==> config.mk <==
export PLATFORM = sky130hd
export DESIGN_NAME = flow_shop_completion_times_core
export DESIGN_NICKNAME = d
export VERILOG_FILES = /design/src/hw/rtl/fsct_pkg.sv /design/src/hw/rtl/fsct_ctrl.sv /design/src/hw/rtl/fsct_dp.sv /design/src/hw/rtl/flow_shop_completion_times_core.sv
export SDC_FILE = /design/constraint.sdc
export NUM_CORES = 2
export LEC_CHECK = 0
export BUFFER_PORTS_ARGS = -buffer_cell sky130_fd_sc_hd__buf_4
export CORE_MARGIN = 2
export CORE_UTILIZATION = 63
export DETAILED_ROUTE_END_ITERATION = 12
export GPL_ROUTABILITY_DRIVEN = 0
export PLACE_DENSITY = 0.81
export SLEW_MARGIN = 20
export SYNTH_ARGS = -nofsm -noshare
export SYNTH_HDL_FRONTEND = slang
export SYNTH_HIERARCHICAL = 1
export SYNTH_SLANG_ARGS = --single-unit
==> constraint.sdc <==
create_clock -name clk -period 21.8 [get_ports clk]
set_input_delay 1.09 -clock clk [delete_from_list [all_inputs] [get_ports clk]]
set_output_delay 1.09 -clock clk [all_outputs]
set_load 0.03 [all_outputs]
==> src/hw/rtl/fsct_pkg.sv <==
// Shared types, constants and saturating helpers for the flow shop completion time core.
package fsct_pkg;

  localparam int PROC_W = 16;
  localparam int TIME_W = 32;
  localparam int JOB_W  = 12;
  localparam int MIDX_W = 4;
  localparam int CNT_W  = 5;
  localparam int KIND_W = 2;
  localparam int TDATA_W = 144;
  localparam int TUSER_W = 8;
  localparam int MACH_LIMIT = 16;
  localparam int JOB_LIMIT  = 4095;

  // result kinds
  localparam logic [KIND_W-1:0] KIND_OP   = 2'd0;
  localparam logic [KIND_W-1:0] KIND_IDLE = 2'd1;
  localparam logic [KIND_W-1:0] KIND_SPAN = 2'd2;

  typedef enum logic [2:0] {
    S_IDLE,
    S_EXEC,
    S_JW,
    S_EMIT,
    S_SUM_RD,
    S_SUM_DIF,
    S_SUM_EMIT,
    S_FIN
  } state_t;

  // per-machine memory word
  typedef struct packed {
    logic [TIME_W-1:0] finish;
    logic [TIME_W-1:0] busy;
    logic [TIME_W-1:0] luf;
  } ent_t;

  // controller to datapath
  typedef struct packed {
    logic accept;
    logic exec;
    logic calc_jw;
    logic emit_op;
    logic sum_rd;
    logic sum_dif;
    logic emit_idle;
    logic emit_fin;
  } cmd_t;

  // datapath to controller
  typedef struct packed {
    logic job_end;
    logic last_job;
    logic sweep_done;
    logic out_free;
  } sts_t;

  function automatic logic [TIME_W-1:0] sat_add(input logic [TIME_W-1:0] a,
                                                input logic [TIME_W-1:0] b);
    logic [TIME_W:0] s;
    s = {1'b0, a} + {1'b0, b};
    return s[TIME_W] ? '1 : s[TIME_W-1:0];
  endfunction

  function automatic logic [TIME_W-1:0] sat_sub(input logic [TIME_W-1:0] a,
                                                input logic [TIME_W-1:0] b);
    return (a > b) ? (a - b) : '0;
  endfunction

endpackage

==> src/hw/rtl/fsct_ctrl.sv <==
// Sequencing state machine for the flow shop completion time core.
module fsct_ctrl import fsct_pkg::*; (
  input  logic clk,
  input  logic rst_n,
  input  logic in_tvalid,
  output logic in_tready,
  input  sts_t sts,
  output cmd_t cmd
);

  state_t state_r, state_nxt;

  // state register
  always_ff @(posedge clk) begin
    if (!rst_n) begin
      state_r <= S_IDLE;
    end else begin
      state_r <= state_nxt;
    end
  end

  // next state and commands
  always_comb begin
    state_nxt = state_r;
    cmd       = '0;
    in_tready = 1'b0;
    case (state_r)
      S_IDLE: begin
        in_tready = 1'b1;
        if (in_tvalid) begin
          cmd.accept = 1'b1;
          state_nxt  = S_EXEC;
        end
      end
      S_EXEC: begin
        cmd.exec  = 1'b1;
        state_nxt = S_JW;
      end
      S_JW: begin
        cmd.calc_jw = 1'b1;
        state_nxt   = S_EMIT;
      end
      S_EMIT: begin
        if (sts.out_free) begin
          cmd.emit_op = 1'b1;
          state_nxt   = (sts.job_end && sts.last_job) ? S_SUM_RD : S_IDLE;
        end
      end
      S_SUM_RD: begin
        cmd.sum_rd = 1'b1;
        state_nxt  = S_SUM_DIF;
      end
      S_SUM_DIF: begin
        cmd.sum_dif = 1'b1;
        state_nxt   = S_SUM_EMIT;
      end
      S_SUM_EMIT: begin
        if (sts.out_free) begin
          cmd.emit_idle = 1'b1;
          state_nxt     = sts.sweep_done ? S_FIN : S_SUM_RD;
        end
      end
      S_FIN: begin
        if (sts.out_free) begin
          cmd.emit_fin = 1'b1;
          state_nxt    = S_IDLE;
        end
      end
      default: begin
        state_nxt = S_IDLE;
      end
    endcase
  end

endmodule

==> src/hw/rtl/fsct_dp.sv <==
// Datapath: machine memory, schedule accumulators and the result register.
module fsct_dp import fsct_pkg::*; #(
  parameter int MAX_MACHINES = 16,
  parameter int MAX_JOBS     = 4096
) (
  input  logic               clk,
  input  logic               rst_n,
  input  logic               cfg_valid,
  input  logic [CNT_W-1:0]   cfg_data,
  input  logic [PROC_W-1:0]  in_proc,
  input  logic               in_last,
  input  cmd_t               cmd,
  output sts_t               sts,
  output logic               out_tvalid,
  input  logic               out_tready,
  output logic [TDATA_W-1:0] out_tdata,
  output logic [TUSER_W-1:0] out_tuser,
  output logic               out_tlast
);

  localparam int DEPTH   = (MAX_MACHINES < MACH_LIMIT) ? MAX_MACHINES : MACH_LIMIT;
  localparam int AW      = (DEPTH > 1) ? $clog2(DEPTH) : 1;
  localparam int JOB_CAP = (MAX_JOBS - 1 > JOB_LIMIT) ? JOB_LIMIT : MAX_JOBS - 1;

  // machine count register
  logic [CNT_W-1:0] cfg_r;

  always_ff @(posedge clk) begin
    if (!rst_n) begin
      cfg_r <= CNT_W'(1);
    end else if (cfg_valid) begin
      cfg_r <= cfg_data;
    end
  end

  // schedule state
  logic [TIME_W-1:0] left_finish_r, job_busy_r, job_luf_r, wait_acc_r, idle_sum_r;
  logic [AW-1:0]     mc_r, m_r, last_m_r, idx_r;
  logic [JOB_W-1:0]  job_cnt_r, cur_job_r;
  logic [PROC_W-1:0] p_r;
  logic              last_r, job_end_r;
  logic [TIME_W-1:0] c_r, jw_r, id_r;

  // memory and its valid bits
  ent_t             mem [DEPTH];
  logic [DEPTH-1:0] valid_r;
  ent_t             rd_ent_r;
  logic             rd_vld_r;

  // effective count and machine select
  logic [CNT_W-1:0] cnt, last_m5;
  logic [AW-1:0]    m_sel;

  always_comb begin
    if (cfg_r == '0) begin
      cnt = CNT_W'(1);
    end else if (cfg_r > CNT_W'(DEPTH)) begin
      cnt = CNT_W'(DEPTH);
    end else begin
      cnt = cfg_r;
    end
    last_m5 = cnt - CNT_W'(1);
    m_sel   = (CNT_W'(mc_r) >= last_m5) ? last_m5[AW-1:0] : mc_r;
  end

  // operation arithmetic
  ent_t              ent, wr_ent;
  logic [TIME_W-1:0] up, left, mx, c, p32;

  always_comb begin
    ent    = rd_vld_r ? rd_ent_r : '0;
    p32    = TIME_W'(p_r);
    up     = ent.finish;
    left   = (m_r == '0) ? '0 : left_finish_r;
    mx     = (left > up) ? left : up;
    c      = sat_add(mx, p32);
    wr_ent = ent;
    wr_ent.finish = c;
    if (p_r != '0) begin
      wr_ent.busy = sat_add(ent.busy, p32);
      wr_ent.luf  = c;
    end
  end

  // memory port: one write, one registered read
  always_ff @(posedge clk) begin
    if (cmd.exec) begin
      mem[m_r] <= wr_ent;
    end
    if (cmd.accept || cmd.sum_rd) begin
      rd_ent_r <= mem[cmd.accept ? m_sel : idx_r];
      rd_vld_r <= valid_r[cmd.accept ? m_sel : idx_r];
    end
  end

  logic out_free;
  assign out_free = !out_tvalid || out_tready;

  // schedule registers
  always_ff @(posedge clk) begin
    if (!rst_n) begin
      valid_r       <= '0;
      left_finish_r <= '0;
      job_busy_r    <= '0;
      job_luf_r     <= '0;
      wait_acc_r    <= '0;
      idle_sum_r    <= '0;
      mc_r          <= '0;
      job_cnt_r     <= '0;
      idx_r         <= '0;
    end else begin
      if (cmd.exec) begin
        valid_r[m_r]  <= 1'b1;
        left_finish_r <= c;
        if (p_r != '0) begin
          job_busy_r <= sat_add(job_busy_r, p32);
          job_luf_r  <= c;
        end
      end
      if (cmd.emit_op) begin
        if (job_end_r) begin
          wait_acc_r <= sat_add(wait_acc_r, jw_r);
          job_busy_r <= '0;
          job_luf_r  <= '0;
          mc_r       <= '0;
          if (job_cnt_r < JOB_W'(JOB_CAP)) begin
            job_cnt_r <= job_cnt_r + JOB_W'(1);
          end
          if (last_r) begin
            idx_r      <= '0;
            idle_sum_r <= '0;
          end
        end else begin
          mc_r <= m_r + AW'(1);
        end
      end
      if (cmd.emit_idle) begin
        idle_sum_r <= sat_add(idle_sum_r, id_r);
        if (idx_r != last_m_r) begin
          idx_r <= idx_r + AW'(1);
        end
      end
      if (cmd.emit_fin) begin
        valid_r       <= '0;
        left_finish_r <= '0;
        job_busy_r    <= '0;
        job_luf_r     <= '0;
        wait_acc_r    <= '0;
        mc_r          <= '0;
        job_cnt_r     <= '0;
      end
    end
  end

  // per-item holding registers
  always_ff @(posedge clk) begin
    if (cmd.accept) begin
      p_r       <= in_proc;
      last_r    <= in_last;
      m_r       <= m_sel;
      last_m_r  <= last_m5[AW-1:0];
      job_end_r <= (m_sel == last_m5[AW-1:0]);
      cur_job_r <= job_cnt_r;
    end
    if (cmd.exec) begin
      c_r <= c;
    end
    if (cmd.calc_jw) begin
      jw_r <= sat_sub(job_luf_r, job_busy_r);
    end
    if (cmd.sum_dif) begin
      id_r <= rd_vld_r ? sat_sub(rd_ent_r.luf, rd_ent_r.busy) : '0;
    end
  end

  // result register
  logic              load;
  logic [KIND_W-1:0] o_kind;
  logic [MIDX_W-1:0] o_mach;
  logic [TIME_W-1:0] o_time, o_jw, o_tw, o_ti;
  logic              o_wv, o_last;

  always_comb begin
    load   = cmd.emit_op || cmd.emit_idle || cmd.emit_fin;
    o_kind = KIND_OP;
    o_mach = MIDX_W'(m_r);
    o_time = c_r;
    o_wv   = 1'b0;
    o_jw   = '0;
    o_tw   = '0;
    o_ti   = '0;
    o_last = 1'b1;
    if (cmd.emit_op) begin
      o_wv   = job_end_r;
      o_jw   = job_end_r ? jw_r : '0;
      o_last = !(job_end_r && last_r);
    end else if (cmd.emit_idle) begin
      o_kind = KIND_IDLE;
      o_mach = MIDX_W'(idx_r);
      o_time = id_r;
      o_last = 1'b0;
    end else if (cmd.emit_fin) begin
      o_kind = KIND_SPAN;
      o_mach = '0;
      o_time = left_finish_r;
      o_tw   = wait_acc_r;
      o_ti   = idle_sum_r;
    end
  end

  always_ff @(posedge clk) begin
    if (!rst_n) begin
      out_tvalid <= 1'b0;
    end else if (load) begin
      out_tvalid <= 1'b1;
    end else if (out_tready) begin
      out_tvalid <= 1'b0;
    end
  end

  always_ff @(posedge clk) begin
    if (load) begin
      out_tdata <= {o_ti, o_tw, o_jw, o_time, o_mach, cur_job_r};
      out_tuser <= {{(TUSER_W - KIND_W - 1){1'b0}}, o_wv, o_kind};
      out_tlast <= o_last;
    end
  end

  // status
  always_comb begin
    sts.job_end    = job_end_r;
    sts.last_job   = last_r;
    sts.sweep_done = (idx_r == last_m_r);
    sts.out_free   = out_free;
  end

endmodule

==> src/hw/rtl/flow_shop_completion_times_core.sv <==
// Top level of the flow shop completion time core.
// Each accepted operation word is handled in order: the machine's entry is read from the
// machine memory, the max-and-add gives its completion time, the job wait is subtracted
// and the result is loaded. No new word is taken until the last one is through.
// An operation that ends the final job adds the end-of-schedule summary: per machine a
// memory read, an idle subtraction and a result load, then the makespan word, after which
// the valid bits, job count and job and wait accumulators are back at their reset value.
// A result waiting on out_tready stalls only the step that loads the next result.
module flow_shop_completion_times_core import fsct_pkg::*; #(
  parameter int MAX_MACHINES = 16,
  parameter int MAX_JOBS     = 4096
) (
  input  logic               clk,
  input  logic               rst_n,
  // configuration: machine_count
  input  logic               cfg_valid,
  output logic               cfg_ready,
  input  logic [CNT_W-1:0]   cfg_data,
  // operations
  input  logic               in_tvalid,
  output logic               in_tready,
  input  logic [PROC_W-1:0]  in_tdata,   // [15:0] proc_time
  input  logic               in_tlast,   // last_job
  // results
  output logic               out_tvalid,
  input  logic               out_tready,
  // [11:0] job_position, [15:12] machine_index, [47:16] time_value,
  // [79:48] job_wait, [111:80] total_wait, [143:112] total_idle
  output logic [TDATA_W-1:0] out_tdata,
  // [1:0] result_kind, [2] job_wait_valid, [7:3] zero
  output logic [TUSER_W-1:0] out_tuser,
  output logic               out_tlast   // last_result
);

  cmd_t cmd;
  sts_t sts;

  assign cfg_ready = 1'b1;

  fsct_ctrl u_ctrl (
    .clk       (clk),
    .rst_n     (rst_n),
    .in_tvalid (in_tvalid),
    .in_tready (in_tready),
    .sts       (sts),
    .cmd       (cmd)
  );

  fsct_dp #(
    .MAX_MACHINES (MAX_MACHINES),
    .MAX_JOBS     (MAX_JOBS)
  ) u_dp (
    .clk        (clk),
    .rst_n      (rst_n),
    .cfg_valid  (cfg_valid),
    .cfg_data   (cfg_data),
    .in_proc    (in_tdata),
    .in_last    (in_tlast),
    .cmd        (cmd),
    .sts        (sts),
    .out_tvalid (out_tvalid),
    .out_tready (out_tready),
    .out_tdata  (out_tdata),
    .out_tuser  (out_tuser),
    .out_tlast  (out_tlast)
  );

`ifndef SYNTHESIS
  // an accepted word keeps the input closed for the next cycle
  a_one_at_a_time: assert property (@(posedge clk) disable iff (!rst_n)
    in_tvalid && in_tready |=> !in_tready)
    else $error("input accepted while an operation is in progress");

  // idle summaries never close a step
  a_idle_not_last: assert property (@(posedge clk) disable iff (!rst_n)
    out_tvalid && out_tuser[1:0] == KIND_IDLE |-> !out_tlast)
    else $error("idle summary marked as final result");

  // the makespan word always closes its step
  a_span_last: assert property (@(posedge clk) disable iff (!rst_n)
    out_tvalid && out_tuser[1:0] == KIND_SPAN |-> out_tlast)
    else $error("makespan word not marked as final result");

  // job wait is only carried on operation results
  a_wait_on_op: assert property (@(posedge clk) disable iff (!rst_n)
    out_tvalid && out_tuser[2] |-> out_tuser[1:0] == KIND_OP)
    else $error("job wait flagged on a summary word");
`endif

endmodule

Word level (Yosys, flattened, before mapping)
Memory sizes are Yosys's and may differ from the RTL's. A register that Yosys moved wholly into a read port is not among the register bits. Cells that the tools add are included.

$add $sub $neg: 11. $mul: 0. Div/mod/pow operators: 0. Magnitude comparators: 9. Eq/ne operators: 14. Shift operators: 0. Mux-type cells: 67. Bitwise logic cells: 3. Reductions and logical operators: 24.

Operators by type and width (count): 2-to-1 mux 32 bit (22); adder 32 x 16 -> 33 bit (3); > comparator 32 bit (3); 2-to-1 mux 96 bit (1); adder 32 x 32 -> 33 bit (2); 2-to-1 mux 64 bit (1); subtractor 32 bit (2); 2-to-1 mux 4 bit (11); case mux 3 bit (8 select lines) (1); 2-to-1 mux 1 bit (20); bitwise OR 16 bit (1); nonzero test 16 bit (1); 2-to-1 mux 3 bit (5); adder 12 x 1 -> 12 bit, second input constant (1); equality test 3 bit, second input constant (4); less-than comparator 12 bit, second input constant (1); less-than comparator 4 x 5 -> 1 bit, second input constant (2); 2-to-1 mux 5 bit (2); adder 4 x 1 -> 4 bit, second input constant (2); equality test 4 bit (2); nonzero test 2 bit (4); equality test 3 x 2 -> 1 bit, second input constant (2); != test 2 x 1 -> 1 bit, second input constant (3); AND reduction 3 bit (2); 21 further kinds (30).

Bits in registers: 488. Latch bits: 0. RAM bits: 1536. Bits in read-only memories: 0. Input port bits: 27. Output and inout bits: 156. Word-level logic and storage cells: 158. Memories: 1.

Memory list: u_dp.mem (words 16, bits a word 96, rd ports 1, clocked after Yosys merged registers in 1, wr ports 1, line fsct_dp.sv:45) `ent_t mem [DEPTH];`.

Longest topological paths before layout
Depth after elaboration: 10. Gate-level depth with buffers: 32. Depth with buffers taken out: 27.

Hierarchy
Netlist, hierarchy kept.

Modules (own cells, without submodules): fsct_dp (times used 1, cells each 6295, area each 93367.0 um2, sequential area each 61549.0 um2); fsct_ctrl (times used 1, cells each 31, area each 257.7 um2, sequential area each 60.1 um2); flow_shop_completion_times_core (times used 1, cells each 2, area each 11.3 um2, sequential area each 0.0 um2).

Worst setup path after synthesis
Ideal clock, no wire load.

Path kind: reg-to-reg. Start: register u_dp.m_r[0]. End: memory u_dp/mem[0][24] (netlist name) (data pin). Setup time: 388 ps. Arrival time: 6881 ps. Data required time: 21412 ps. Slack: 14531 ps. Cell stages (with the launch flop): 33. Path buffers: 9. Period minus slack after synthesis: 7269 ps. Cells stage by stage: edfxtp_1 inv_1 ha_1 or3b_2 buf_2 clkbuf_1 clkbuf_1 clkbuf_1 and2_1 ha_1 nand4_1 nor4_1 a21boi_0 o41ai_1 a31oi_1 buf_4 clkbuf_8 clkbuf_8 clkbuf_1 nand2_1 o21ai_0 ha_1 o21ai_0 a21oi_1 o41ai_2 o21ai_1 a221oi_4 o21a_1 buf_6 nor2_1 mux2_2 nand2_1 o21ai_0.

RTL lines: start, declared (line fsct_dp.sv:38) `logic [AW-1:0] mc_r, m_r, last_m_r, idx_r;`; start signal, assigned (line fsct_dp.sv:160) `m_r <= m_sel;`; end, declared (line fsct_dp.sv:45).

==> flow_metrics.env <==
export IMPL_hold_class="reg2reg"
export IMPL_numCtsBuffers=204
export IMPL_powerDensity_nw_per_um2=96.2
export IMPL_grt_max_degree=139
export IMPL_crit_fanout=75
export IMPL_synthMuxAreaShare_pct=15.2
export IMPL_async_reset_ff_share_pct=0
export IMPL_met2_usage_pct=49.3
export IMPL_cts_sinks=2120
export IMPL_gr_usage_met3_pct=7.28
export IMPL_peakVddDrop_mv=0.0782
export IMPL_final_area_um2=104000
export IMPL_ys_types=96
export IMPL_top_level_ports=183
export IMPL_tightest_slew_ps=1270
export IMPL_max_freq_mhz=107
export IMPL_yosysWarnings=6
export IMPL_critical_path_required_ps=22220
export IMPL_worst_slack_ps=12490
export IMPL_cts_hold_buf=0
export IMPL_drt_iter0_markers=7074
export IMPL_synth_top_family_by_area="multiplexers"
export IMPL_antenna_found_initial=17
export IMPL_vias=57041
export IMPL_synth_top_area_share_pct=61.4
export IMPL_syn_area_um2=93600
export IMPL_hold_ws_ps=420
export IMPL_synth_top_area_cell="edfxtp_1"
export IMPL_grt_pass1_vias=55175
export IMPL_synth_flop_cell="edfxtp_1"
export IMPL_relSlewSlack_pct=15.4
export IMPL_synth_top_cells_by_area="edfxtp_1, mux2i_1, dfxtp_1"
export IMPL_grt_setup_unrepaired="no"
export IMPL_die_area_um2=152000
export IMPL_grtUsageTotal_pct=31.4
export IMPL_cts_path_max_buffers=3
export IMPL_drt_wl_total_um=241000
export IMPL_place_ws_ps=12870
export IMPL_hpwl_um=142000
export IMPL_num_rows=141
export IMPL_clkLatencyLatePin_ps=850
export IMPL_coreArea_um2=148000
export IMPL_placed_area_um2=97100
export IMPL_worstPathArrival_ps=9730
export IMPL_vias_per_cell=6.60
export IMPL_cts_root_buf="clkbuf_16"
export IMPL_first_pass_iters=8
export IMPL_grt_pass1_wl_um=353000
export IMPL_ant_nets=0
export IMPL_finalCritPeriodShare_pct=42.7
export IMPL_critical_path_class="reg2reg"
export IMPL_post_route_drc_count=0
export IMPL_globalRoute_totalOverflow=0
export IMPL_setup_viol=0
export IMPL_clk_pin_slew_ps=60
export IMPL_port_buffers=176
export IMPL_leakagePower_nw=43.9
export IMPL_finalPower_w=0.0100
export IMPL_rrSetupSlack_ps=12490
export IMPL_status="finished clean"
export IMPL_synth_avg_cell_area_um2=14.8
export IMPL_grt_busiest_layer="met2"
export IMPL_synth_edff_count=1915
export IMPL_area_delta_synth_final_pct=11.3
export IMPL_nets=6782
export IMPL_slew_viol_final=0
export IMPL_drive_above_1_share_pct=11.9
export IMPL_ys_seq_area_share_pct=65.8
export IMPL_ys_ff_latch=2120
export IMPL_cts_tree="yes"
export IMPL_yosys_area_share_adder_pct=3.08
export IMPL_end_kind="flop"
export IMPL_ctsResizeCount=0
export IMPL_cap_violations=0
export IMPL_synth_compound_area_share_pct=6.49
export IMPL_fin_setup_tns_ps=0
export IMPL_post_drt_wl_per_cell_um=27.9
export IMPL_syn_inst=6328
export IMPL_hold_violations=0
export IMPL_skew_ps=55.4
export IMPL_die_x_um=390
export IMPL_start_kind="flop"
export IMPL_initial_core_util_pct=63.4
export IMPL_cts_setup_buffers=0
export IMPL_period_minus_slack_ps=9310
export IMPL_die_h_um=390
export IMPL_met1_usage_pct=42.2
export IMPL_synth_simple_area_share_pct=5.57
export IMPL_htreeDepth=4
export IMPL_synth_xor_area_share_pct=1.66
-- registers in the layout, indices dropped and copies added, names as in the netlist, 32 cells and up --
register            cells
u_dp/mem             1536
u_dp/out_tdata        144
u_dp/rd_ent_r          96
u_dp/c_r               32
u_dp/id_r              32
u_dp/idle_sum_r        32
u_dp/job_busy_r        32
u_dp/job_luf_r         32
u_dp/jw_r              32
u_dp/left_finish_r     32
u_dp/wait_acc_r        32
-- metrics by stage --
stage	util, %	std cells
detailed placement	65.7	8252
global route	70.6	8640
finish	70.6	8646
floorplan	-	6332
CTS	70.5	8639
global placement	65.7	8252
-- final cells by class --
| cell class | instances | area, µm² |
|---|---|---|
| Clock inverter | 133 | 1610 |
| Multi-Input combinational cell | 3741 | 30200 |
| Antenna cell | 6 | 15.0 |
| Timing Repair Buffer | 299 | 2330 |
| Sequential cell | 2120 | 61600 |
| Fill cell | 9212 | 43400 |
| Tap cell | 1930 | 2410 |
| Clock buffer | 254 | 5390 |
| Inverter | 163 | 617 |
-- worst max-delay path, cell delays in order, from the launching register on --
cell      delay [ps]
edfxtp_1         470
inv_1            160
ha_1             280
or3b_2           830
and2_1           390
ha_1             320
nand4_1          170
nor4_1           440
and4_1           350
o41ai_1          150
a31oi_4          220
buf_4            630
o21ai_0          220
ha_1             370
o21ai_0          190
a21oi_1          100
o41ai_2          470
o21ai_1          280
a221oi_4         450
o21a_1           600
nor2_1           180
mux2i_1          160
mux2i_1          830
a21oi_1          560
-- final timing paths --
check | start | endpoint | cells past startpoint
worst max-delay path | u_dp/m_r[0]$_DFFE_PP_ | u_dp/mem[3][26]$_DFFE_PP_ | 23
worst min-delay path | u_dp/cur_job_r[8]$_DFFE_PP_ | u_dp/out_tdata[8]$_DFFE_PP_ | 0
worst max register to register | u_dp/m_r[0]$_DFFE_PP_ | u_dp/mem[3][26]$_DFFE_PP_ | 23
worst min register to register | u_dp/cur_job_r[8]$_DFFE_PP_ | u_dp/out_tdata[8]$_DFFE_PP_ | 0
-- cell usage after synthesis, types with 16 or more instances --
| library cell | instances |
|---|---|
| nor2b_1 | 37 |
| o21a_1 | 43 |
| nand2_1 | 266 |
| a21o_1 | 89 |
| a22oi_1 | 35 |
| clkbuf_1 | 141 |
| or3_1 | 16 |
| and3_1 | 53 |
| mux4_2 | 97 |
| nor4_1 | 29 |
| xor2_1 | 68 |
| and2_1 | 115 |
| dfxtp_1 | 205 |
| a31oi_1 | 44 |
| edfxtp_1 | 1915 |
| inv_1 | 161 |
| ha_1 | 219 |
| nand2b_1 | 34 |
| a21oi_1 | 308 |
| buf_4 | 26 |
| nor3b_1 | 27 |
| o21ai_0 | 237 |
| o21bai_1 | 21 |
| nor2_1 | 280 |
| a211oi_1 | 71 |
| xnor2_1 | 109 |
| nand4_1 | 31 |
| nor3_1 | 68 |
| mux2i_1 | 1192 |
| buf_2 | 117 |
| nand3_1 | 61 |
-- cell usage in the layout (no fill, tap or decap), types with 35 or more instances in the layout --
cell | Yosys | layout
a211oi_1 | 71 | 71
a21o_1 | 89 | 89
a21oi_1 | 308 | 302
a22oi_1 | 35 | 35
and2_1 | 115 | 102
and3_1 | 53 | 49
buf_4 | 26 | 290
clkbuf_1 | 141 | 41
clkbuf_16 | 0 | 205
clkinv_1 | 2 | 40
clkinv_2 | 0 | 39
dfxtp_1 | 205 | 205
edfxtp_1 | 1915 | 1915
ha_1 | 219 | 219
inv_1 | 161 | 160
mux2i_1 | 1192 | 1188
mux4_2 | 97 | 97
nand2_1 | 266 | 266
nand3_1 | 61 | 61
nor2_1 | 280 | 278
nor2b_1 | 37 | 35
nor3_1 | 68 | 68
o21a_1 | 43 | 43
o21ai_0 | 237 | 237
xnor2_1 | 109 | 109
xor2_1 | 68 | 68
-- where the power goes --
part	switching (W)	leakage (nW)	internal, W
Sequential	0.0000774	19.1	0.00485
Combinational	0.00100	21.4	0.000464
Clock	0.00154	3.38	0.00209
-- cell families (layout without fill, tap and decap cells) --
kind of cell / count (synthesis) / count (layout)
compound gates: 978 / 978
mux: 1295 / 1295
other cells: 2 / 12
buf+inv: 471 / 849
flops: 2120 / 2120
xor+xnor: 177 / 177
fa+ha+maj: 226 / 226
simple gates: 1059 / 1059
-- metal layers --
metal	vias up	wire [µm]
met2	3523	111000
met3	720	28600
li1	24649	-
met1	28139	89600
met4	10	11700
met5	-	61
Power figures use the tool's default switching activity.
